===== src/design/ips_pkg.sv =====
`timescale 1ns / 1ps
`default_nettype none

package ips_pkg;

	localparam int unsigned PIX_W   = 16;
	localparam int unsigned LVL_W   = 16;
	localparam int unsigned CNT_W   = 25;
	localparam int unsigned SUM_W   = 40;
	localparam int unsigned SQ_W    = 56;
	localparam int unsigned MEAN_W  = 24;
	localparam int unsigned STD_W   = 24;

	localparam logic [CNT_W-1:0] MAX_PIXELS = CNT_W'(16777216);
	localparam logic [LVL_W-1:0] LEVEL_RESET = LVL_W'(65530);
	localparam logic [PIX_W-1:0] MIN_RESET = PIX_W'(65535);

	// digit multiplier: a operand in two digits, b operand in two digits
	localparam int unsigned MUL_A_W  = SQ_W;
	localparam int unsigned MUL_B_W  = SUM_W;
	localparam int unsigned A_DIG_W  = MUL_A_W / 2;
	localparam int unsigned B_DIG_W  = MUL_B_W / 2;
	localparam int unsigned PP_W     = A_DIG_W + B_DIG_W;
	localparam int unsigned PROD_W   = MUL_A_W + MUL_B_W;
	localparam int unsigned MUL_STEPS = 4;
	localparam int unsigned MSTEP_W  = 3;

	// n * sum of squares and sum * sum both fit in P_W bits
	localparam int unsigned P_W      = 81;
	localparam int unsigned DIFF_W   = P_W + 1;
	localparam int unsigned NN_W     = 2 * CNT_W - 1;

	localparam int unsigned MEAN_FRAC = 8;
	localparam int unsigned VAR_FRAC  = 16;

	localparam int unsigned DVD_W     = P_W + VAR_FRAC;
	localparam int unsigned DVS_W     = NN_W;
	localparam int unsigned DIV_CNT_W = $clog2(DVD_W);

	localparam int unsigned RAD_W     = 2 * STD_W;
	localparam int unsigned ROOT_W    = STD_W;
	localparam int unsigned SQRT_CNT_W = $clog2(ROOT_W);

	typedef enum logic [3:0] {
		S_ACCUM,
		S_MUL_NSQ,
		S_MUL_SS,
		S_DIFF,
		S_ABS,
		S_MUL_NN,
		S_DIV_MEAN,
		S_DIV_VAR,
		S_SQRT,
		S_OUT
	} state_t;

	typedef enum logic [1:0] {
		MSEL_N_SQ,
		MSEL_SUM_SUM,
		MSEL_N_N
	} mul_sel_t;

	typedef enum logic {
		DSEL_MEAN,
		DSEL_VAR
	} div_sel_t;

	typedef struct packed {
		logic     take;
		logic     accum_en;
		logic     mul_start;
		mul_sel_t mul_sel;
		logic     p1_load;
		logic     diff_load;
		logic     abs_en;
		logic     nn_load;
		logic     div_start;
		div_sel_t div_sel;
		logic     mean_load;
		logic     sqrt_start;
		logic     out_load;
	} cmd_t;

	typedef struct packed {
		logic frame_end;
		logic mul_done;
		logic div_done;
		logic sqrt_done;
		logic out_free;
	} status_t;

endpackage

`default_nettype wire


===== src/design/ips_ctrl.sv =====
`timescale 1ns / 1ps
`default_nettype none

module ips_ctrl import ips_pkg::*; (
	input  logic    clk,
	input  logic    arst_n,
	input  status_t st,
	input  logic    pix_valid,
	output logic    pix_ready,
	output cmd_t    cmd
);

	state_t state_q;
	state_t state_next;
	logic   launched_q;

	always_comb begin
		state_next = state_q;
		case (state_q)
			S_ACCUM: begin
				if (st.frame_end) begin
					state_next = S_MUL_NSQ;
				end
			end
			S_MUL_NSQ: begin
				if (st.mul_done) begin
					state_next = S_MUL_SS;
				end
			end
			S_MUL_SS: begin
				if (st.mul_done) begin
					state_next = S_DIFF;
				end
			end
			S_DIFF: begin
				state_next = S_ABS;
			end
			S_ABS: begin
				state_next = S_MUL_NN;
			end
			S_MUL_NN: begin
				if (st.mul_done) begin
					state_next = S_DIV_MEAN;
				end
			end
			S_DIV_MEAN: begin
				if (st.div_done) begin
					state_next = S_DIV_VAR;
				end
			end
			S_DIV_VAR: begin
				if (st.div_done) begin
					state_next = S_SQRT;
				end
			end
			S_SQRT: begin
				if (st.sqrt_done) begin
					state_next = S_OUT;
				end
			end
			S_OUT: begin
				if (st.out_free) begin
					state_next = S_ACCUM;
				end
			end
			default: begin
				state_next = S_ACCUM;
			end
		endcase
	end

	always_comb begin
		cmd       = '0;
		pix_ready = 1'b0;
		case (state_q)
			S_ACCUM: begin
				// hold off once the frame end sits in the input stage
				pix_ready    = !st.frame_end;
				cmd.take     = pix_valid && !st.frame_end;
				cmd.accum_en = 1'b1;
			end
			S_MUL_NSQ: begin
				cmd.mul_start = !launched_q;
				cmd.mul_sel   = MSEL_N_SQ;
				cmd.p1_load   = st.mul_done;
			end
			S_MUL_SS: begin
				cmd.mul_start = !launched_q;
				cmd.mul_sel   = MSEL_SUM_SUM;
			end
			S_DIFF: begin
				cmd.diff_load = 1'b1;
			end
			S_ABS: begin
				cmd.abs_en = 1'b1;
			end
			S_MUL_NN: begin
				cmd.mul_start = !launched_q;
				cmd.mul_sel   = MSEL_N_N;
				cmd.nn_load   = st.mul_done;
			end
			S_DIV_MEAN: begin
				cmd.div_start = !launched_q;
				cmd.div_sel   = DSEL_MEAN;
				cmd.mean_load = st.div_done;
			end
			S_DIV_VAR: begin
				cmd.div_start = !launched_q;
				cmd.div_sel   = DSEL_VAR;
			end
			S_SQRT: begin
				cmd.sqrt_start = !launched_q;
				cmd.div_sel    = DSEL_VAR;
			end
			S_OUT: begin
				cmd.out_load = st.out_free;
			end
			default: begin
				cmd = '0;
			end
		endcase
	end

	always_ff @(posedge clk or negedge arst_n) begin
		if (!arst_n) begin
			state_q    <= S_ACCUM;
			launched_q <= 1'b0;
		end else begin
			state_q <= state_next;
			if (state_next != state_q) begin
				launched_q <= 1'b0;
			end else if (cmd.mul_start || cmd.div_start || cmd.sqrt_start) begin
				launched_q <= 1'b1;
			end
		end
	end

endmodule

`default_nettype wire

===== config.mk =====
export PLATFORM = sky130hd
export DESIGN_NAME = ips_ctrl
export DESIGN_NICKNAME = d
export VERILOG_FILES = /design/src/design/ips_pkg.sv /design/src/design/ips_ctrl.sv
export SDC_FILE = /design/constraint.sdc
export NUM_CORES = 1
export LEC_CHECK = 0
export ABC_CLOCK_PERIOD_IN_PS = 2750
export CAP_MARGIN = 20
export CORE_MARGIN = 5
export CORE_UTILIZATION = 40
export CTS_CLUSTER_SIZE = 8
export DETAILED_ROUTE_END_ITERATION = 6
export DONT_BUFFER_PORTS = 1
export PLACE_DENSITY_LB_ADDON = 0.2
export SYNTH_ARGS = -nofsm -noshare
export SYNTH_HDL_FRONTEND = slang
export SYNTH_SLANG_ARGS = --single-unit

===== constraint.sdc =====
create_clock -name clk -period 2.75 [get_ports clk]
set_clock_uncertainty 0.05 [all_clocks]
set_input_delay 0.1375 -clock clk [delete_from_list [all_inputs] [get_ports clk]]
set_output_delay 0.1375 -clock clk [all_outputs]
set_load 0.01 [all_outputs]

# Word-level counts from Yosys, hierarchy flattened
# Cells that the tools add are included.
dict set report totals {
  regBits 5
  out_inout_bits 15
  inputBits 8
}
dict set report op_classes {
  eq_ne 10
  muxes 23
  n_reduce_logical 9
}
# cell count
set op_table {}
lappend op_table {{$pmux 4 s10} 1}
lappend op_table {{$mux 4} 8}
lappend op_table {{$eq 4x3->1 const B} 4}
lappend op_table {{$mux 1} 12}
lappend op_table {{$pmux 3 s3} 1}
lappend op_table {{$eq 4x2->1 const B} 2}
lappend op_table {{$eq 4x4->1 const B} 2}
lappend op_table {{$eq 4x1->1 const B} 1}
lappend op_table {{$logic_not 4->1} 1}
lappend op_table {{$ne 4x4->1} 1}
lappend op_table {{$reduce_or 2->1} 2}
lappend op_table {{$logic_not 1->1} 2}
lappend op_table {{$logic_or 1x1->1} 2}
lappend op_table {{$mux 2} 1}
lappend op_table {{$reduce_bool 2->1} 1}
lappend op_table {{$logic_and 1x1->1} 1}

# Longest topological paths before layout
# Gate-level depths: netlist (run 1).
dict set report depth {
  ltp_word 7
  depth_mapped 6
  depth_no_buf 4
}

# Least setup slack after synthesis (run 1)
# Ideal clock, no wire load.
dict set report synth_timing {
  path_type {register to output}
  startpoint {register state_q[1]}
  endpoint {output cmd[13] (netlist name)}
  arrival_ns 1.319
  stages_incl_launch_ff 5
  path_buffers 1
  path_slack_ns 1.244
  path_cell_list {dfrtp_1 buf_4 nor4_2 and2b_1 and2_1}
}
# item line_no
set synth_rtl {}
lappend synth_rtl {{from (decl)} ips_ctrl.sv:13} ;# state_t state_q;
lappend synth_rtl {{from (signal assigned)} ips_ctrl.sv:129} ;# state_q <= state_next;
lappend synth_rtl {{to (decl)} ips_ctrl.sv:10} ;# output cmd_t cmd

==> results of run 1 <==
## critical path: cells and delay by family (launching register included)
kind	cells	cell delay, ns
AND/OR/NAND/NOR	3	0.96
flip-flops	1	0.55
## cells in the final DEF (no fill, tap or decap), types with 2 or more instances in the layout
cell type,instances
nor3_1,7
nor2_1,7
nand2_1,5
dfrtp_1,5
nand2b_1,4
and2_1,3
nor3b_1,3
o21ai_0,3
nor2b_1,3
clkbuf_4,3
inv_1,2
a221oi_2,2
and2b_1,2
## stage by stage
step                hold slack (ns)  util, %  area (µm²)  total power (µW)
detailed placement           -0.208     39.8         505               555
floorplan                    -0.208        -         523               530
finish                       0.0206     42.7         542               636
global placement             -0.208     39.8         505               555
CTS                          0.0141     42.7         542               648
global route                0.00618     42.7         542               702
## state kept, by name, summed over array words and instances, names as in the netlist
name        cells
state_q         4
launched_q      1
## kinds of logic after synthesis
group                  count (synthesis)  synth area share [%]
AOI/OAI and AO/OA                     15                  25.4
buffers and inverters                  7                  8.37
and+or+nand+nor                       39                  42.3
DFF                                    5                  23.9
## layout make-up
type,instances,area (µm²)
flip-flops and latches,5,125
fillers,142,727
clock buffers,4,26.3
inverters,2,7.51
well taps,15,18.8
multi-input cells,54,354
repair buffers,1,10.0
## final timing paths
check	start	endpoint	slack [ns]
hold reg to reg	launched_q$_DFFE_PN0P_	launched_q$_DFFE_PN0P_	0.62
hold / removal	st[2]	state_q[3]$_DFF_PN0_	0.02
min in group asynchronous	arst_n	launched_q$_DFFE_PN0P_	0.14
setup reg to reg	state_q[1]$_DFF_PN0_	launched_q$_DFFE_PN0P_	1.14
max in group asynchronous	arst_n	state_q[3]$_DFF_PN0_	2.32
setup / recovery	state_q[1]$_DFF_PN0_	cmd[13]	0.81
## power groups by stage
| stage | combinational [µW] | clock (µW) | sequential [µW] |
|---|---|---|---|
| 2_1_floorplan | 386 | 0 | 144 |
| 3_3_place_gp | 334 | 0 | 221 |
| 3_5_place_dp | 331 | 0 | 223 |
| 4_1_cts | 337 | 88.5 | 222 |
| 5_1_grt | 371 | 97.0 | 235 |
| 6_report | 331 | 83.5 | 221 |
## metal layers
metal / vias up / routed length (µm) / GRT usage (%)
li1: 240 / - / -
met1: 221 / 542 / 17.1
met2: 17 / 552 / 18.4
met3: 0 / 119 / 6.64
met4: 0 / 0 / 4.55
met5: - / 0 / 0
## what timing repair did
item                      CTS  global route
gates resized for setup     0             0
hold endpoints to repair    5             0
hold buffers                1             0
==> impl_metrics.json, run 1 <==
{
  "outcome": "completed",
  "via_count": 478,
  "initial_utilization_pct": 41.2,
  "syn_avg_cell_area_um2": 7.92,
  "core-area_mm2": 0.00127,
  "antenna_found_initial": 0,
  "post_cts_buffers": 0,
  "root_buffer": "clkbuf_4",
  "syn-cell-area_um2": 523,
  "placedCellCount": 76,
  "drt-total-wl_um": 1210,
  "dr.pass1.iters": 4,
  "p_int_uw": 306,
  "fp.dieH_um": 46.2,
  "clk_latency_ns": 0.24,
  "drive_gt1_share_pct": 13.6,
  "synth_edf_count": 0,
  "rsz0062_at_grt": "no",
  "path_class": "register to output pin",
  "clockBufferDepth": 2,
  "ys_seq_area_share_pct": 23.9,
  "max_freq_mhz": 515,
  "post_drt_wl_per_cell_um": 15.0,
  "synth_nets": 74,
  "htreeDepth": 1,
  "p_seq_share_pct": 34.8,
  "hold_viol": 0,
  "p_sw_share_pct": 51.8,
  "place.gp.congestion": 0.725,
  "drt_iter0_drc": 8,
  "synth_top_area_share_pct": 23.9,
  "synth_common_cells": "nor2_1, nor3_1, dfrtp_1, nand2_1, nand2b_1",
  "critPathLaunchType": "register",
  "viasPerCell": 5.90,
  "max-cap-violations": 0,
  "hold_path.class": "input port to register",
  "grt-ovfl-total": 0,
  "finalSetupViolations": 0,
  "cts_tree": "yes",
  "num_io_pins": 23,
  "dp_hpwl_um": 928,
  "chipWidth_um": 46.2,
  "crit_chain": "nor4_2 > and2b_1 > and2_1",
  "period_minus_slack_ns": 1.94,
  "post-route-period-util_pct": 70.6,
  "p_comb_share_pct": 52.1,
  "critPathCaptureType": "output pin",
  "grt_pass1_vias": 444,
  "die_area_mm2": 0.00213,
  "postRouteAntennaNets": 0,
  "p_sw_uw": 329,
  "pre_cts_slack_ns": 1.04,
  "synth-seq-cells": 5,
  "track_usage_pct": 13.1,
  "reg2regPathDepth": 4,
  "worstPathRequired_ns": 2.56,
  "fp-row-count": 13,
  "grt_first_pass_wirelength_um": 2010,
  "p_per_area_mw_per_mm2": 1170,
  "syn_to_final_growth_pct": 3.59,
  "final_cells": 81,
  "cts_buffers": 3,
  "synth_top_area_cell": "dfrtp_1",
  "antennaDiodeCount": 0,
  "crit_arrival_ns": 1.75,
  "grt_max_degree": 19,
  "cts_sinks": 5,
  "io_buffer_count": 0,
  "ys_types": 30,
  "p_leak_uw": 0.000217,
  "slew_viol_final": 0,
  "worst_slew_pin_slew_ns": 0.524,
  "setup-tns-final_ns": 0,
  "crit_slowest_cell": "dfrtp_1",
  "fin_ws_ns": 0.809,
  "drcViolationCount": 0,
  "maxSlewHeadroom_pct": 65.0,
  "clock_power_share_pct": 13.1,
  "fin_nets": 75,
  "critPathMaxFanout": 18,
  "synth.area.top_cells": "dfrtp_1, nor3_1, a221oi_2, nor2_1, nand2b_1",
  "synth-async-reset-ratio_pct": 100,
  "synth_ff_type": "dfrtp_1",
  "clk_transition_reported_paths_ns": 0.04,
  "max_stage_delay_ns": 0.55,
  "yosysWarnings": 0,
  "syn_inst": 66,
  "ir_worst_vdd_mv": 0.547,
  "min_path_cells": 1
}
Power figures use the tool's default switching activity.
==> run 2, diff against run 1 <==
ABC_AREA = 1   (was unset)
ABC_CLOCK_PERIOD_IN_PS = 1700   (was 2750)
CORE_AREA = 5 5 42 44   (was unset)
CORE_MARGIN = unset   (was 5)
CORE_UTILIZATION = unset   (was 40)
DIE_AREA = 0 0 47 49   (was unset)
clock period = 1.7 ns   (was 2.75 ns; I/O delays follow)
==> run 2 against run 1 <==
Net effect:
- first-iteration DRC count increased to 3.4 times the previous value
- total power rose by 68%
- design area grew 9.0%
- register-to-register slack worse by 0.88 ns
- largest cell class unchanged
- highest routed layer unchanged
==> impl_metrics.json, run 2 <==
{
  "outcome": "completed",
  "p_leak_uw": 0.000381,
  "clk_transition_reported_paths_ns": 0.04,
  "worstPathRequired_ns": 1.56,
  "antenna_found_initial": 0,
  "setup-tns-final_ns": 0,
  "synth_edf_count": 0,
  "hold_start": "st[0]",
  "crit_arrival_ns": 1.33,
  "fp-row-count": 14,
  "post_drt_wl_per_cell_um": 12.3,
  "synth_common_cells": "nand2_1, inv_1, nor2_1",
  "fp.dieH_um": 49,
  "grt_pass1_vias": 531,
  "finalSetupViolations": 0,
  "syn-cell-area_um2": 517,
  "rsz0062_at_grt": "no",
  "grt-ovfl-total": 0,
  "core-area_mm2": 0.00140,
  "synth_nets": 93,
  "max-cap-violations": 0,
  "synth.area.top_cells": "dfrtp_1, nand2_1, inv_1, nor2_1, nor2_4",
  "cts_buffers": 3,
  "post-route-period-util_pct": 86.2,
  "initial_utilization_pct": 36.9,
  "cts_resized": 0,
  "holdWs_ns": 0.0465,
  "synthAdderAreaFrac_pct": 0,
  "final_common_cell": "nand2_1",
  "io_buffer_count": 0,
  "p_per_area_mw_per_mm2": 1800,
  "fin_area_um2": 591,
  "critPathLaunchType": "register",
  "synth_ff_type": "dfrtp_1",
  "muxShareOfSynthArea_pct": 0,
  "largest_reg_flops": 4,
  "viasPerCell": 4.97,
  "top_register": "state_q",
  "synth_top_area_cell": "dfrtp_1",
  "yosysWarnings": 0,
  "yosys.area_share.simple_pct": 59.3,
  "max_freq_mhz": 683,
  "worstSetupStartpoint": "state_q[1]$_DFF_PN0_",
  "antennaDiodeCount": 0,
  "grt_first_pass_wirelength_um": 2240,
  "syn_inst": 85,
  "ys_types": 13,
  "chipWidth_um": 47,
  "num_io_pins": 23,
  "htreeDepth": 1,
  "final_cell_mix": "nand2_1, inv_1, nor2_1",
  "synth-seq-cells": 5,
  "cts_tree": "yes",
  "synth_most_common_cell": "nand2_1",
  "r2r-start": "state_q[1]$_DFF_PN0_",
  "fin_nets": 101,
  "synth_top_family_by_area": "simple AND/OR/NAND/NOR gates",
  "synth_compound_area_share_pct": 1.94,
  "fillers": 160,
  "dr.pass1.iters": 4,
  "drt_iter0_drc": 27,
  "period_minus_slack_ns": 1.47,
  "synth_top_area_share_pct": 24.2,
  "drive_gt1_share_pct": 25.0,
  "top_regs": "state_q x4, launched_q x1",
  "drt-total-wl_um": 1330,
  "root_buffer": "clkbuf_4",
  "slew_viol_final": 0,
  "hold_buffers": 2,
  "worst_slew_pin_slew_ns": 0.290,
  "dp_hpwl_um": 1100,
  "postRouteAntennaNets": 0,
  "clockBufferDepth": 2,
  "synth-async-reset-ratio_pct": 100,
  "die_area_mm2": 0.00230,
  "maxSlewHeadroom_pct": 80.6,
  "cts_sinks": 5,
  "synthXorXnorAreaFrac_pct": 0,
  "track_usage_pct": 13.0,
  "hold_path.class": "input port to register",
  "hold_viol": 0,
  "syn_to_final_growth_pct": 14.3,
  "post-route-util_pct": 42.1,
  "via_count": 537,
  "ir_worst_vdd_mv": 0.932,
  "critPathMaxFanout": 6,
  "path_class": "register to output pin",
  "post_dp_cell_area_um2": 544,
  "grt_max_degree": 10,
  "place.gp.congestion": 0.825,
  "drcViolationCount": 0,
  "ys_seq_area_share_pct": 24.2,
  "clk_latency_ns": 0.24,
  "syn_avg_cell_area_um2": 6.08,
  "post_cts_buffers": 0,
  "final_cells": 108,
  "critPathCaptureType": "output pin",
  "placedCellCount": 102
}
==> run 2: cell count changes in the layout (fill, tap and decap cells not counted), sizes merged, moves of 3 or more <==
cell    before  now
inv          2   20
nor3b        3    0
nand4        0    3
o311ai       3    0
nand3        1    9
nand2        5   26
nor2         7   20
nor2b        4    0
and2         3    0
o21ai        5    0
nor3         7    1
nand2b       4    0
==> run 2: cell families (layout without fill, tap and decap cells) <==
family,count (synthesis),after routing
buf+inv,20,27
flops,5,5
simple gates,59,59
compound gates,1,1
==> run 2: metal layers <==
| layer | track usage, % | vias to the layer above | wire [µm] |
|---|---|---|---|
| li1 | - | 272 | - |
| met3 | 3.69 | 0 | 71 |
| met2 | 19.7 | 16 | 622 |
| met5 | 0 | - | 0 |
| met1 | 17.4 | 249 | 637 |
| met4 | 4.15 | 0 | 0 |
==> run 2: layout make-up <==
class                      instances  area [µm²]  share of cell area [%]
clock buffer                       4        26.3                    4.45
multi-input combinational         60         317                    53.6
timing repair buffer               3        27.5                    4.66
tap                               16        20.0                    3.39
sequential                         5         125                    21.2
inverter                          20        75.1                    12.7
==> run 2: worst paths after layout <==
path                                                to  slack [ns]  depth (start not counted)
worst min register to register  launched_q$_DFFE_PN0P_        0.67                          5
max in group asynchronous       launched_q$_DFFE_PN0P_        1.33                          1
min in group asynchronous         state_q[1]$_DFF_PN0_        0.08                          1
worst max register to register  launched_q$_DFFE_PN0P_        0.26                          8
worst min-delay path              state_q[3]$_DFF_PN0_        0.05                          3
worst max-delay path                            cmd[1]        0.23                          3
==> run 2: report_power, final <==
| group | switching [µW] | internal [µW] | total, µW |
|---|---|---|---|
| sequential | 91.1 | 168 | 260 |
| clock | 47.2 | 88.6 | 136 |
| combinational | 458 | 212 | 670 |
| total | 596 | 469 | 1070 |
==> run 2: worst max-delay path, stage by stage (launching register included) <==
cell	delay [ns]
dfrtp_1	0.47
nor2_2	0.27
nand2_2	0.14
nor2_1	0.21
==> run 2: per-stage QoR <==
stage	setup slack, ns	total power [µW]
after CTS	0.230	1080
final	0.235	1070
after global placement	0.261	922
after floorplan	0.453	788
after detailed placement	0.259	928
after global routing	0.117	1180
==> run 3, diff against run 2 <==
ABC_CLOCK_PERIOD_IN_PS = 1450   (was 1700)
SETUP_SLACK_MARGIN = 0.05   (was unset)
clock period = 1.45 ns   (was 1.7 ns; I/O delays follow)
==> run 3 against run 2 <==
Net effect:
- via count rose by 0.74%
- global-route usage fell by 1.1 points
- register-to-register slack got worse by 0.19 ns
- combinational power rose by 31%
- utilization rose by 4.6 points
- critical path type is now register to register
- first-iteration DRC count fell by 56%
- final cell count rose by 2.8%
- flip-flop and latch count did not move
- non-clock buffer count rose by 2
- critical endpoint is now launched_q$_DFFE_PN0P_
- critical path depth rose by 6
- total power rose by 28%
- clock power rose by 20%
==> impl_metrics.json, run 3 (synthesis results as in run 2) <==
{
  "drt-total-wl_um": 1350,
  "placedCellCount": 104,
  "dr.pass1.iters": 3,
  "htreeDepth": 1,
  "post_cts_buffers": 0,
  "antennaDiodeCount": 0,
  "syn_to_final_growth_pct": 26.6,
  "slew_viol_final": 0,
  "post-route-util_pct": 46.7,
  "hold_viol": 0,
  "initial_utilization_pct": 36.9,
  "ir_worst_vdd_mv": 0.906,
  "fillers": 167,
  "rsz0062_at_grt": "yes",
  "fp-row-count": 14,
  "final_cells": 111,
  "die_area_mm2": 0.00230,
  "cts_tree": "yes",
  "dp_hpwl_um": 1080,
  "path_class": "register to register",
  "clockBufferDepth": 2,
  "max_freq_mhz": 723,
  "antenna_found_initial": 0,
  "viasPerCell": 4.87,
  "final_common_cell": "nand2_1",
  "pre_cts_slack_ns": 0.0281,
  "root_buffer": "clkbuf_4",
  "clk_transition_reported_paths_ns": 0.05,
  "critPathLaunchType": "register",
  "clk_latency_ns": 0.25,
  "p_per_area_mw_per_mm2": 2090,
  "drt_iter0_drc": 12,
  "grt_pass1_vias": 489,
  "post-route-period-util_pct": 95.4,
  "outcome": "completed",
  "final_cell_mix": "nand2_1, inv_1, nor2_1",
  "fin_nets": 104,
  "path_buf_inv": 1,
  "maxSlewHeadroom_pct": 84.0,
  "chipWidth_um": 47,
  "drive_gt1_share_pct": 41.1,
  "finalSetupViolations": 0,
  "top_register": "state_q",
  "postRouteAntennaNets": 0,
  "fp.dieH_um": 49,
  "fin_area_um2": 654,
  "hold_path.class": "input port to register",
  "grt_max_degree": 10,
  "crit_chain": "buf_4 > nor2_4 > nand3_2 > nand2_2 > nor2_2 > nand3_2 > nand2_1 > nand2_1 > nor2_1",
  "crit_family": "simple AND/OR/NAND/NOR gates",
  "cts_buffers": 3,
  "grt-ovfl-total": 0,
  "holdWs_ns": 0.0318,
  "fin_ws_ns": 0.0671,
  "worstPathRequired_ns": 1.53,
  "num_io_pins": 23,
  "crit_slowest_cell": "dfrtp_2",
  "core-area_mm2": 0.00140,
  "io_buffer_count": 0,
  "critPathCaptureType": "register",
  "track_usage_pct": 11.9,
  "crit_arrival_ns": 1.46,
  "grt_first_pass_wirelength_um": 2000,
  "via_count": 541,
  "drcViolationCount": 0,
  "post_dp_cell_area_um2": 559,
  "cts_sinks": 5,
  "place.gp.congestion": 0.788,
  "top_regs": "state_q x4, launched_q x1",
  "critPathMaxFanout": 4,
  "worst_slew_pin_slew_ns": 0.239,
  "post_drt_wl_per_cell_um": 12.1,
  "max_stage_delay_ns": 0.45,
  "largest_reg_flops": 4,
  "period_minus_slack_ns": 1.38,
  "max-cap-violations": 0,
  "p_leak_uw": 0.000392
}
==> run 3: routing by layer <==
layer	vias to the layer above	global-route usage, %	part of all wire (%)
li1	280	-	-
met1	241	16.4	49
met2	17	15.6	42
met3	3	3.32	6.8
met4	0	7.37	1.6
met5	-	0	0
==> run 3: power by group <==
part	switching (µW)	total (µW)	internal, µW
Clock	58.6	163	104
Sequential	124	331	207
Combinational	566	875	308
==> run 3: per-stage QoR <==
stage	TNS, ns	total power, µW
after detailed placement	0	1100
final	0	1370
after global placement	0	1100
after floorplan	0	924
after CTS	0	1300
after global routing	-0.0231	1490
==> run 3: path summary, 6_finish.rpt <==
kind	from	to	slack, ns	depth (start not counted)
max reg2reg	state_q[2]$_DFF_PN0_	launched_q$_DFFE_PN0P_	0.07	9
min reg2reg	state_q[1]$_DFF_PN0_	launched_q$_DFFE_PN0P_	0.64	3
max in group asynchronous	arst_n	state_q[1]$_DFF_PN0_	1.06	1
max	state_q[2]$_DFF_PN0_	launched_q$_DFFE_PN0P_	0.07	9
min	st[0]	state_q[3]$_DFF_PN0_	0.03	3
min in group asynchronous	arst_n	state_q[2]$_DFF_PN0_	0.07	1
==> run 3: final cells by class <==
cell class | count | area (µm²) | share of cell area [%]
clock buffers | 4 | 26.3 | 4.02
inverters | 20 | 77.6 | 11.9
multi-input cells | 61 | 358 | 54.7
flip-flops and latches | 5 | 130 | 19.9
well taps | 16 | 20.0 | 3.06
repair buffers | 5 | 42.5 | 6.50
==> run 3: tightest hold or removal path: stages <==
cell	delay, ns
inv_1	0.04
nand3_2	0.10
nand3_1	0.07
==> run 3: repair_timing <==
item                                    CTS  global route
endpoints found under the hold margin     6             0
pin swaps                                 0             3
cloned                                    0             1
resized for setup                         3            13
endpoints found under the setup margin    6            11
hold buffers                              2             0
