### src/design/ips_pkg.sv
`timescale 1ns / 1ps
`default_nettype none

package ips_pkg;

	localparam int unsigned PIX_W   = 16;
	localparam int unsigned LVL_W   = 16;
	localparam int unsigned CNT_W   = 25;
	localparam int unsigned SUM_W   = 40;
	localparam int unsigned SQ_W    = 56;
	localparam int unsigned MEAN_W  = 24;
	localparam int unsigned STD_W   = 24;

	localparam logic [CNT_W-1:0] MAX_PIXELS = CNT_W'(16777216);
	localparam logic [LVL_W-1:0] LEVEL_RESET = LVL_W'(65530);
	localparam logic [PIX_W-1:0] MIN_RESET = PIX_W'(65535);

	// digit multiplier: a operand in two digits, b operand in two digits
	localparam int unsigned MUL_A_W  = SQ_W;
	localparam int unsigned MUL_B_W  = SUM_W;
	localparam int unsigned A_DIG_W  = MUL_A_W / 2;
	localparam int unsigned B_DIG_W  = MUL_B_W / 2;
	localparam int unsigned PP_W     = A_DIG_W + B_DIG_W;
	localparam int unsigned PROD_W   = MUL_A_W + MUL_B_W;
	localparam int unsigned MUL_STEPS = 4;
	localparam int unsigned MSTEP_W  = 3;

	// n * sum of squares and sum * sum both fit in P_W bits
	localparam int unsigned P_W      = 81;
	localparam int unsigned DIFF_W   = P_W + 1;
	localparam int unsigned NN_W     = 2 * CNT_W - 1;

	localparam int unsigned MEAN_FRAC = 8;
	localparam int unsigned VAR_FRAC  = 16;

	localparam int unsigned DVD_W     = P_W + VAR_FRAC;
	localparam int unsigned DVS_W     = NN_W;
	localparam int unsigned DIV_CNT_W = $clog2(DVD_W);

	localparam int unsigned RAD_W     = 2 * STD_W;
	localparam int unsigned ROOT_W    = STD_W;
	localparam int unsigned SQRT_CNT_W = $clog2(ROOT_W);

	typedef enum logic [3:0] {
		S_ACCUM,
		S_MUL_NSQ,
		S_MUL_SS,
		S_DIFF,
		S_ABS,
		S_MUL_NN,
		S_DIV_MEAN,
		S_DIV_VAR,
		S_SQRT,
		S_OUT
	} state_t;

	typedef enum logic [1:0] {
		MSEL_N_SQ,
		MSEL_SUM_SUM,
		MSEL_N_N
	} mul_sel_t;

	typedef enum logic {
		DSEL_MEAN,
		DSEL_VAR
	} div_sel_t;

	typedef struct packed {
		logic     take;
		logic     accum_en;
		logic     mul_start;
		mul_sel_t mul_sel;
		logic     p1_load;
		logic     diff_load;
		logic     abs_en;
		logic     nn_load;
		logic     div_start;
		div_sel_t div_sel;
		logic     mean_load;
		logic     sqrt_start;
		logic     out_load;
	} cmd_t;

	typedef struct packed {
		logic frame_end;
		logic mul_done;
		logic div_done;
		logic sqrt_done;
		logic out_free;
	} status_t;

endpackage

`default_nettype wire

### src/design/ips_div.sv
`timescale 1ns / 1ps
`default_nettype none

module ips_div import ips_pkg::*; (
	input  logic             clk,
	input  logic             arst_n,
	input  logic             start,
	input  logic [DVD_W-1:0] dividend,
	input  logic [DVS_W-1:0] divisor,
	output logic             done,
	output logic [DVD_W-1:0] quotient
);

	logic [DVD_W-1:0]     dq_q;
	logic [DVS_W-1:0]     rem_q;
	logic [DVS_W-1:0]     dvs_q;
	logic [DIV_CNT_W-1:0] cnt_q;
	logic                 busy_q;
	logic                 done_q;
	logic [DVS_W:0]       trial;
	logic [DVS_W:0]       diff;
	logic                 fits;

	// restoring division, one quotient bit per cycle, msb first
	assign trial = {rem_q, dq_q[DVD_W-1]};
	assign diff  = trial - {1'b0, dvs_q};
	assign fits  = trial >= {1'b0, dvs_q};

	always_ff @(posedge clk or negedge arst_n) begin
		if (!arst_n) begin
			busy_q <= 1'b0;
			done_q <= 1'b0;
			cnt_q  <= '0;
		end else begin
			done_q <= 1'b0;
			if (start) begin
				busy_q <= 1'b1;
				cnt_q  <= '0;
			end else if (busy_q) begin
				cnt_q <= cnt_q + 1'b1;
				if (cnt_q == DIV_CNT_W'(DVD_W - 1)) begin
					busy_q <= 1'b0;
					done_q <= 1'b1;
				end
			end
		end
	end

	always_ff @(posedge clk) begin
		if (start) begin
			dq_q  <= dividend;
			rem_q <= '0;
			dvs_q <= divisor;
		end else if (busy_q) begin
			dq_q  <= {dq_q[DVD_W-2:0], fits};
			rem_q <= fits ? diff[DVS_W-1:0] : trial[DVS_W-1:0];
		end
	end

	assign done     = done_q;
	assign quotient = dq_q;

endmodule

`default_nettype wire

### src/design/ips_sqrt.sv
`timescale 1ns / 1ps
`default_nettype none

module ips_sqrt import ips_pkg::*; (
	input  logic              clk,
	input  logic              arst_n,
	input  logic              start,
	input  logic [RAD_W-1:0]  radicand,
	output logic              done,
	output logic [ROOT_W-1:0] root
);

	logic [RAD_W-1:0]      rad_q;
	logic [ROOT_W:0]       rem_q;
	logic [ROOT_W-1:0]     root_q;
	logic [SQRT_CNT_W-1:0] cnt_q;
	logic                  busy_q;
	logic                  done_q;
	logic [ROOT_W+2:0]     rem_t;
	logic [ROOT_W+2:0]     trial;
	logic [ROOT_W+2:0]     diff;
	logic                  fits;

	// two radicand bits brought down per step, one root bit out
	assign rem_t = {rem_q, rad_q[RAD_W-1 -: 2]};
	assign trial = (ROOT_W + 3)'({root_q, 2'b01});
	assign diff  = rem_t - trial;
	assign fits  = rem_t >= trial;

	always_ff @(posedge clk or negedge arst_n) begin
		if (!arst_n) begin
			busy_q <= 1'b0;
			done_q <= 1'b0;
			cnt_q  <= '0;
		end else begin
			done_q <= 1'b0;
			if (start) begin
				busy_q <= 1'b1;
				cnt_q  <= '0;
			end else if (busy_q) begin
				cnt_q <= cnt_q + 1'b1;
				if (cnt_q == SQRT_CNT_W'(ROOT_W - 1)) begin
					busy_q <= 1'b0;
					done_q <= 1'b1;
				end
			end
		end
	end

	always_ff @(posedge clk) begin
		if (start) begin
			rad_q  <= radicand;
			rem_q  <= '0;
			root_q <= '0;
		end else if (busy_q) begin
			rad_q  <= {rad_q[RAD_W-3:0], 2'b00};
			rem_q  <= fits ? diff[ROOT_W:0] : rem_t[ROOT_W:0];
			root_q <= {root_q[ROOT_W-2:0], fits};
		end
	end

	assign done = done_q;
	assign root = root_q;

endmodule

`default_nettype wire

### src/design/ips_datapath.sv
`timescale 1ns / 1ps
`default_nettype none

module ips_datapath import ips_pkg::*; (
	input  logic              clk,
	input  logic              arst_n,
	input  cmd_t              cmd,
	output status_t           st,
	input  logic [PIX_W-1:0]  pixel,
	input  logic              last,
	input  logic              cfg_we,
	input  logic [LVL_W-1:0]  cfg_level,
	input  logic              out_ready,
	output logic              out_valid,
	output logic [PIX_W-1:0]  max_value,
	output logic [PIX_W-1:0]  min_value,
	output logic [MEAN_W-1:0] mean_q8,
	output logic [STD_W-1:0]  std_q8,
	output logic [CNT_W-1:0]  overload_count,
	output logic [CNT_W-1:0]  pixel_count
);

	// input stage
	logic               valid_s1;
	logic               last_s1;
	logic [PIX_W-1:0]   pixel_s1;
	logic [2*PIX_W-1:0] square_s1;

	// accumulators
	logic [LVL_W-1:0] overload_level_q;
	logic [CNT_W-1:0] count_acc_q;
	logic [SUM_W-1:0] sum_acc_q;
	logic [SQ_W-1:0]  square_sum_acc_q;
	logic [PIX_W-1:0] running_max_q;
	logic [PIX_W-1:0] running_min_q;
	logic [CNT_W-1:0] overload_acc_q;

	// digit multiplier
	logic [MUL_A_W-1:0] mul_a_q;
	logic [MUL_B_W-1:0] mul_b_q;
	logic [MSTEP_W-1:0] mul_step_q;
	logic               mul_busy_q;
	logic               mul_done_q;
	logic [PP_W-1:0]    pp_q;
	logic [1:0]         pp_idx_q;
	logic               pp_vld_q;
	logic [PROD_W-1:0]  mul_acc_q;
	logic [A_DIG_W-1:0] a_dig;
	logic [B_DIG_W-1:0] b_dig;
	logic [MUL_A_W-1:0] a_sel;
	logic [MUL_B_W-1:0] b_sel;
	logic [5:0]         pp_shift;

	// finishing arithmetic
	logic [P_W-1:0]    p1_q;
	logic [DIFF_W-1:0] diff_q;
	logic [NN_W-1:0]   nn_q;
	logic [MEAN_W-1:0] mean_q;
	logic [DVD_W-1:0]  div_dividend;
	logic [DVS_W-1:0]  div_divisor;
	logic [DVD_W-1:0]  div_quot;
	logic              div_done;
	logic [ROOT_W-1:0] sqrt_root;
	logic              sqrt_done;
	logic              zero_n;

	logic              out_valid_q;
	logic              keep_pixel;

	assign keep_pixel = cmd.accum_en && valid_s1 && (count_acc_q < MAX_PIXELS);
	assign zero_n     = (count_acc_q == '0);

	always_ff @(posedge clk or negedge arst_n) begin
		if (!arst_n) begin
			valid_s1 <= 1'b0;
		end else begin
			valid_s1 <= cmd.take;
		end
	end

	always_ff @(posedge clk) begin
		if (cmd.take) begin
			pixel_s1  <= pixel;
			last_s1   <= last;
			square_s1 <= pixel * pixel;
		end
	end

	always_ff @(posedge clk or negedge arst_n) begin
		if (!arst_n) begin
			overload_level_q <= LEVEL_RESET;
		end else if (cfg_we) begin
			overload_level_q <= cfg_level;
		end
	end

	always_ff @(posedge clk or negedge arst_n) begin
		if (!arst_n) begin
			count_acc_q      <= '0;
			sum_acc_q        <= '0;
			square_sum_acc_q <= '0;
			running_max_q    <= '0;
			running_min_q    <= MIN_RESET;
			overload_acc_q   <= '0;
		end else if (cmd.out_load) begin
			count_acc_q      <= '0;
			sum_acc_q        <= '0;
			square_sum_acc_q <= '0;
			running_max_q    <= '0;
			running_min_q    <= MIN_RESET;
			overload_acc_q   <= '0;
		end else if (keep_pixel) begin
			count_acc_q      <= count_acc_q + 1'b1;
			sum_acc_q        <= sum_acc_q + SUM_W'(pixel_s1);
			square_sum_acc_q <= square_sum_acc_q + SQ_W'(square_s1);
			if (pixel_s1 > running_max_q) begin
				running_max_q <= pixel_s1;
			end
			if (pixel_s1 < running_min_q) begin
				running_min_q <= pixel_s1;
			end
			if (pixel_s1 >= overload_level_q) begin
				overload_acc_q <= overload_acc_q + 1'b1;
			end
		end
	end

	// multiplier operands
	always_comb begin
		case (cmd.mul_sel)
			MSEL_N_SQ: begin
				a_sel = square_sum_acc_q;
				b_sel = MUL_B_W'(count_acc_q);
			end
			MSEL_SUM_SUM: begin
				a_sel = MUL_A_W'(sum_acc_q);
				b_sel = sum_acc_q;
			end
			MSEL_N_N: begin
				a_sel = MUL_A_W'(count_acc_q);
				b_sel = MUL_B_W'(count_acc_q);
			end
			default: begin
				a_sel = '0;
				b_sel = '0;
			end
		endcase
	end

	assign a_dig = mul_step_q[1] ? mul_a_q[MUL_A_W-1:A_DIG_W] : mul_a_q[A_DIG_W-1:0];
	assign b_dig = mul_step_q[0] ? mul_b_q[MUL_B_W-1:B_DIG_W] : mul_b_q[B_DIG_W-1:0];

	always_comb begin
		case (pp_idx_q)
			2'd0:    pp_shift = 6'd0;
			2'd1:    pp_shift = 6'(B_DIG_W);
			2'd2:    pp_shift = 6'(A_DIG_W);
			2'd3:    pp_shift = 6'(A_DIG_W + B_DIG_W);
			default: pp_shift = 6'd0;
		endcase
	end

	// one partial product per cycle, registered in pp_q before it is added to the product
	always_ff @(posedge clk or negedge arst_n) begin
		if (!arst_n) begin
			mul_busy_q <= 1'b0;
			mul_done_q <= 1'b0;
			mul_step_q <= '0;
			pp_vld_q   <= 1'b0;
		end else begin
			mul_done_q <= 1'b0;
			if (cmd.mul_start) begin
				mul_busy_q <= 1'b1;
				mul_step_q <= '0;
				pp_vld_q   <= 1'b0;
			end else if (mul_busy_q) begin
				mul_step_q <= mul_step_q + 1'b1;
				pp_vld_q   <= (mul_step_q < MSTEP_W'(MUL_STEPS));
				if (mul_step_q == MSTEP_W'(MUL_STEPS)) begin
					mul_busy_q <= 1'b0;
					mul_done_q <= 1'b1;
				end
			end
		end
	end

	always_ff @(posedge clk) begin
		if (cmd.mul_start) begin
			mul_a_q   <= a_sel;
			mul_b_q   <= b_sel;
			mul_acc_q <= '0;
		end else if (mul_busy_q) begin
			pp_q     <= a_dig * b_dig;
			pp_idx_q <= mul_step_q[1:0];
			if (pp_vld_q) begin
				mul_acc_q <= mul_acc_q + (PROD_W'(pp_q) << pp_shift);
			end
		end
	end

	// squared-deviation numerator, n squared and the mean
	always_ff @(posedge clk) begin
		if (cmd.p1_load) begin
			p1_q <= mul_acc_q[P_W-1:0];
		end
		if (cmd.diff_load) begin
			diff_q <= {1'b0, p1_q} - {1'b0, mul_acc_q[P_W-1:0]};
		end else if (cmd.abs_en && diff_q[DIFF_W-1]) begin
			diff_q <= DIFF_W'(0) - diff_q;
		end
		if (cmd.nn_load) begin
			nn_q <= mul_acc_q[NN_W-1:0];
		end
		if (cmd.mean_load) begin
			mean_q <= zero_n ? '0 : div_quot[MEAN_W-1:0];
		end
	end

	always_comb begin
		case (cmd.div_sel)
			DSEL_MEAN: begin
				div_dividend = DVD_W'({sum_acc_q, MEAN_FRAC'(0)});
				div_divisor  = DVS_W'(count_acc_q);
			end
			DSEL_VAR: begin
				div_dividend = {diff_q[P_W-1:0], VAR_FRAC'(0)};
				div_divisor  = nn_q;
			end
			default: begin
				div_dividend = '0;
				div_divisor  = '0;
			end
		endcase
	end

	ips_div u_div (
		.clk      (clk),
		.arst_n   (arst_n),
		.start    (cmd.div_start),
		.dividend (div_dividend),
		.divisor  (div_divisor),
		.done     (div_done),
		.quotient (div_quot)
	);

	ips_sqrt u_sqrt (
		.clk      (clk),
		.arst_n   (arst_n),
		.start    (cmd.sqrt_start),
		.radicand (div_quot[RAD_W-1:0]),
		.done     (sqrt_done),
		.root     (sqrt_root)
	);

	// result register
	always_ff @(posedge clk or negedge arst_n) begin
		if (!arst_n) begin
			out_valid_q <= 1'b0;
		end else if (cmd.out_load) begin
			out_valid_q <= 1'b1;
		end else if (out_ready) begin
			out_valid_q <= 1'b0;
		end
	end

	always_ff @(posedge clk) begin
		if (cmd.out_load) begin
			max_value      <= running_max_q;
			min_value      <= running_min_q;
			mean_q8        <= mean_q;
			std_q8         <= zero_n ? '0 : sqrt_root;
			overload_count <= overload_acc_q;
			pixel_count    <= count_acc_q;
		end
	end

	assign out_valid = out_valid_q;

	assign st.frame_end = valid_s1 && last_s1;
	assign st.mul_done  = mul_done_q;
	assign st.div_done  = div_done;
	assign st.sqrt_done = sqrt_done;
	assign st.out_free  = !out_valid_q || out_ready;

	a_out_load: assert property (@(posedge clk) disable iff (!arst_n)
		cmd.out_load |-> (!out_valid_q || out_ready))
		else $error("result register loaded over an untaken result");

	a_count_cap: assert property (@(posedge clk) disable iff (!arst_n)
		count_acc_q <= MAX_PIXELS)
		else $error("pixel count beyond frame limit");

	a_min_max: assert property (@(posedge clk) disable iff (!arst_n)
		(count_acc_q != '0) |-> (running_min_q <= running_max_q))
		else $error("running min above running max");

	a_mul_done: assert property (@(posedge clk) disable iff (!arst_n)
		mul_done_q |-> $past(mul_busy_q))
		else $error("multiplier done without a run");

	a_end_stall: assert property (@(posedge clk) disable iff (!arst_n)
		(valid_s1 && last_s1) |-> !cmd.take)
		else $error("pixel taken behind the frame end");

endmodule

`default_nettype wire

### config.mk
export PLATFORM = sky130hd
export DESIGN_NAME = ips_datapath
export DESIGN_NICKNAME = d
export VERILOG_FILES = /design/src/design/ips_pkg.sv /design/src/design/ips_div.sv /design/src/design/ips_sqrt.sv /design/src/design/ips_datapath.sv
export SDC_FILE = /design/constraint.sdc
export NUM_CORES = 2
export LEC_CHECK = 0
export BUFFER_PORTS_ARGS = -buffer_cell sky130_fd_sc_hd__buf_2
export CAP_MARGIN = 15
export CORE_ASPECT_RATIO = 0.75
export CORE_UTILIZATION = 50
export DETAILED_ROUTE_END_ITERATION = 16
export PLACE_DENSITY = 0.66
export SLEW_MARGIN = 10
export SYNTH_ARGS = -nofsm -noshare
export SYNTH_HDL_FRONTEND = slang
export SYNTH_HIERARCHICAL = 1
export SYNTH_SLANG_ARGS = --single-unit
### constraint.sdc
create_clock -name clk -period 19.7 [get_ports clk]
set_input_delay 0.985 -clock clk [delete_from_list [all_inputs] [get_ports clk]]
set_output_delay 0.985 -clock clk [all_outputs]
set_load 0.005 [all_outputs]
After elaboration in Yosys (flattened, before gate mapping)
Index checks and enable logic that the tools add are counted.
{ "word_totals": {"register_bits": 1167, "input_bits": 51, "elab_cells": 157, "out_inout_bits": 136} }
{ "classes": {"shift": 1, "mux": 58, "order_cmp": 7, "mul": 2, "n_reduce_logical": 24, "n_eq_ne": 8, "n_bitwise": 2, "add_sub_neg": 12} }
{ "ops": {"columns": ["op", "n"], "rows": [
  ["$mux W97", 2],
  ["$pmux W97 S2", 1],
  ["$pmux W56 S3", 1],
  ["$mux W82", 2],
  ["$mux W25", 6],
  ["$mux W56", 2],
  ["$pmux W49 S2", 1],
  ["$add A96 B96 Y96", 1],
  ["$mux W16", 6],
  ["$mux W48", 2],
  ["$shl A48 B6 Y96", 1],
  ["$sub A1 B82 Y82 const A", 1],
  ["$sub A81 B81 Y82", 1],
  ["$mux W40", 2],
  ["$pmux W40 S2", 1],
  ["$add A56 B32 Y56", 1],
  ["$add A25 B1 Y25 const B", 2],
  ["$ge A50 B49 Y1", 1],
  ["$mux W49", 1],
  ["$sub A49 B49 Y49", 1],
  ["$mul A28 B20 Y48", 1],
  ["$add A40 B16 Y40", 1],
  ["$mul A16 B16 Y32", 1],
  ["$mux W28", 1],
  ["other kinds (30)", 74]
]} }

Depth between registers and ports, before layout
{ "depth": {"ltp_word": 4, "ltp_mapped": 31, "depth_no_buf": 28} }

Modules after synthesis
The synthesis kept the hierarchy.
{ "modules_own_cells": {"columns": ["module", "area_each_um2", "n_inst", "cells_each", "seq_area_each_um2"], "rows": [
  ["ips_datapath", 74342.6, 1, 7921, 23500.0],
  ["ips_div", 11192.0, 1, 1027, 5590.4],
  ["ips_sqrt", 5733.0, 1, 540, 2597.5]
]} }

Least setup slack after synthesis
Ideal clock, no wire load.
{ "synth_path": {"path_kind": "reg-to-reg", "startpoint": "register mul_step_q[1]", "endpoint": "register pp_q[44], data pin", "path_slack_ns": 11.704, "arrival_time_ns": 7.737, "n_path_buf": 3, "setup_ns": 0.259, "required_time_ns": 19.441, "period_less_slack_ns": 7.996, "stages_incl_launch_ff": 29, "cell_sequence": "dfrtp_1 > clkbuf_1 > clkbuf_1 > clkbuf_1 > mux2i_1 > nor2_1 > fa_1 > fa_1 > inv_1 > fa_1 > inv_1 > fa_1 > fa_1 > fa_1 > inv_1 > fa_1 > inv_1 > ha_1 > and3_1 > nand3_1 > nor4b_1 > nor3_1 > a31oi_1 > o21ai_0 > a31oi_1 > a31oi_1 > o31ai_1 > a21oi_1 > xnor2_1"} }
{ "synth_via": {"elab_chain_len": 2} }
{ "synth_lines": {"columns": ["item", "line", "source"], "rows": [
  ["start: declaration", "ips_datapath.sv:41", "logic [MSTEP_W-1:0] mul_step_q;"],
  ["start signal: assignment", "ips_datapath.sv:177", "mul_step_q <= mul_step_q + 1'b1;"],
  ["$mux W28", "ips_datapath.sv:150", "assign a_dig = mul_step_q[1] ? mul_a_q[MUL_A_W-1:A_DIG_W] : mul_a_q[A_DIG_W-1:0];"],
  ["$mul A28 B20 Y48", "ips_datapath.sv:193", "pp_q <= a_dig * b_dig;"],
  ["end signal: assignment", "ips_datapath.sv:193", null],
  ["end: declaration", "ips_datapath.sv:44", "logic [PP_W-1:0] pp_q;"]
]} }
No other way between the ends.
A chain may end at the register's enable or synchronous reset.

Final worst setup path
{ "layout_path": {"startpoint": "register mul_step_q[1]", "endpoint": "register pp_q[43], data pin"} }
The elaborated chain is that of the path after synthesis.

==> reports/metrics.csv <==
stage,metric,value,unit
placed_design,dpl hpwl,229900,µm
die,Initial Utilization,0.5045,
clock_tree,Worst-path clk slew,60,ps
logic_synthesis,sequential-to-total area share from yosys stat,0.3472,
clock_tree,"Clk Latency, worst-skew pair",810,ps
logic_synthesis,Post-Syn Area,0.09127,mm²
global_routing,first-pass GRT wire length,440900,µm
power,leakage,43.69,nW
die,Die X,495.3,µm
logic_synthesis,Synth Area per Inst,9.619,µm²
global_routing,largest net degree at the start of global routing,106,
power,PwrDens,204.1,mW/mm²
routing,DR DRC count,0,
routing,"antenna viol nets, final",0,
clock_tree,hold buffer count at CTS,0,
routing,vias per inst,5.885,
clock_tree,Setup Buffers After CTS,0,
power,peak supply drop,0.0004867,V
timing,setup TNS,0,ps
placed_design,Final GP Congestion,1.038,
die,Die Area,0.1843,mm²
routing,via count,70620,
clock_tree,H-Tree Depth,3,
worst_setup_path,Critical Path Most Common Cell,fa_1,
final_layout,"commonest non-fill, non-tap cell in the layout",inv_1,
final_layout,layout cells sized above 1,0.09314,
logic_synthesis,number of flops mapped to enable cells by yosys,753,
die,Rows,135,
clock_tree,clock sinks,1150,
worst_setup_path,critical path required time,20230,ps
worst_setup_path,R2R Path Start,mul_step_q[1],
logic_synthesis,Yosys warnings,6,
global_routing,initial antenna violation count,18,
die,IO Pins,187,
routing,WL final,294300,µm
timing,top achievable clock speed,109.5,MHz
clock_tree,CTS root buf,clkbuf_16,
clock_tree,Resized cells post-CTS,0,
final_layout,Layout Area Growth over Synthesis,8.264,%
global_routing,GR Util All Layers,0.3192,
worst_setup_path,Startpoint Class,flip-flop,
worst_setup_path,internal reg-to-reg setup slack,10570,ps
timing,ratio of final minimum period to clock period,0.4637,
worst_setup_path,Worst Path Max Fanout,60,
logic_synthesis,Synth Flop Type,edfxtp_1,
timing,Least-Margin Pin Slew,1304,ps
placed_design,Port-buffer cells,186,
worst_setup_path,Worst Setup Path Type,flip-flop to flip-flop,
timing,relative slew slack,0.1216,
clock_tree,Inserted Clock Buffers,119,
logic_synthesis,Syn Inst Count,9488,
worst_setup_path,R2R Path End,pp_q[43],
final_layout,Layout Nets,10770,
worst_setup_path,crit path from,mul_step_q[1],
die,chip height,372,µm
timing,"Min Clock Period, post-route",9134,ps
timing,final hold vios,0,
worst_setup_path,r2r worst-path depth,27,
routing,routed len/inst,24.53,µm
routing,DRT iter0 DRCs,7412,
logic_synthesis,Post-synth ARST share,0.1896,
timing,Clock Skews,64.19,ps
worst_setup_path,CP max-delay cell,mux2i_1,
worst_setup_path,CP Buf/Inv Count,6,
worst_setup_path,top cell family by delay on the critical path,adder cells,
global_routing,"Remaining Overflow, GRT",0,
status,status,completed,
logic_synthesis,Synth Register Bits,1150,
clock_tree,TritonCTS clock tree,built,
worst_setup_path,CP endpoint kind,flip-flop,
timing,Max Slew Vio Count,0,
worst_hold_path,HP Class,primary input to async pin,
die,core area,0.1809,mm²
final_layout,most frequent cells in the layout,"inv_1 (1063), nand2_1 (1049), nor2_1 (850)",
routing,drt pass-1 iters,9,
clock_tree,CTS max path bufs,3,
final_layout,final core utilization,0.5462,
global_routing,vias in the first global route,68610,
worst_setup_path,critical path arrival,9670,ps
worst_setup_path,CP max stage delay,810,ps
timing,unrepaired setup endpoints after global routing,no,
timing,endpoints failing setup,0,
logic_synthesis,library cells used by synthesis,118,
run,maxcap violations,0,
cell type report:
cell class              count  area (µm²)
fillers                 16200       82100
multi-input cells        6857       53980
flip-flops and latches   1150       31690
inverters                1066        4004
clock buffers             154        3348
well taps                2397        2999
repair buffers            288        1750
clock inverters            73       997.2
diodes                     15       37.54
power breakdown:
part / leakage (nW) / switching, W / internal [W]
Combinational: 29.4 / 0.00831 / 0.00535
Clock: 2.10 / 0.00108 / 0.00142
Sequential: 12.1 / 0.000467 / 0.00355
Total: 43.7 / 0.00986 / 0.0103
worst max-delay path by stage:
stage               end  slack [ps]  cells past startpoint
4_1_cts        pp_q[43]       10530                     25
5_1_grt        pp_q[43]       10100                     25
3_3_place_gp   pp_q[44]       10660                     26
6_report       pp_q[43]       10570                     27
2_1_floorplan  pp_q[44]       11700                     28
3_5_place_dp   pp_q[43]       10540                     25
cells in the mapped netlist, types with 134 or more instances:
cell         n  area (µm²)
inv_1     1064        3994
nand2_1   1051        3945
nor2_1     851        3194
edfxtp_1   753       22610
fa_1       632       12650
a21oi_1    612        3063
ha_1       601        7520
o21ai_0    377        1887
clkbuf_1   349        1310
xnor2_1    321        2811
mux2_2     239        2691
a21o_1     222        1667
mux2i_1    206        2062
and2_1     194        1214
dfrtp_1    188        4705
dfxtp_1    179        3583
xor2_1     162        1419
nand3_1    134       670.6
through the flow:
| stage | total power (W) | cells | setup WS, ps | instance area (µm²) | hold slack, ps |
|---|---|---|---|---|---|
| floorplan | 0.01334 | 9495 | 11700 | 91290 | 400.3 |
| global placement | 0.01729 | 11760 | 10660 | 94400 | 403.1 |
| detailed placement | 0.01745 | 11760 | 10540 | 94410 | 404.5 |
| CTS | 0.02003 | 11980 | 10530 | 98750 | 160.8 |
| global route | 0.02175 | 11990 | 10100 | 98770 | 191.9 |
| finish | 0.02017 | 12000 | 10570 | 98810 | 187.1 |
routing by layer:
metal	vias to the layer above	wire length [µm]	global-route usage
li1	32340	-	-
met1	34910	132900	0.4666
met2	2946	122700	0.4618
met3	425	29640	0.08494
met4	12	9014	0.09014
met5	-	78	0
cell families (layout without fill, tap and decap cells):
kind of cell | after synthesis | after routing | share of synthesized area
and+or+nand+nor | 2892 | 2892 | 0.1461
AOI/OAI and AO/OA | 1792 | 1792 | 0.1238
buffers and inverters | 1488 | 1581 | 0.06246
adders and majority gates | 1233 | 1233 | 0.2210
DFF | 1150 | 1150 | 0.3472
xor gates and xnor gates | 483 | 483 | 0.04635
muxes | 449 | 449 | 0.05299
other | 1 | 23 | 0.00004109
registers in the layout (all words and copies together) (netlist names), 56 cells and up:
name	flops
p1_q	81
mul_acc_q	81
diff_q	82
mul_a_q	56
square_sum_acc_q	56
u_div/quotient	97
Note: power is estimated with default switching activity, not from simulation.
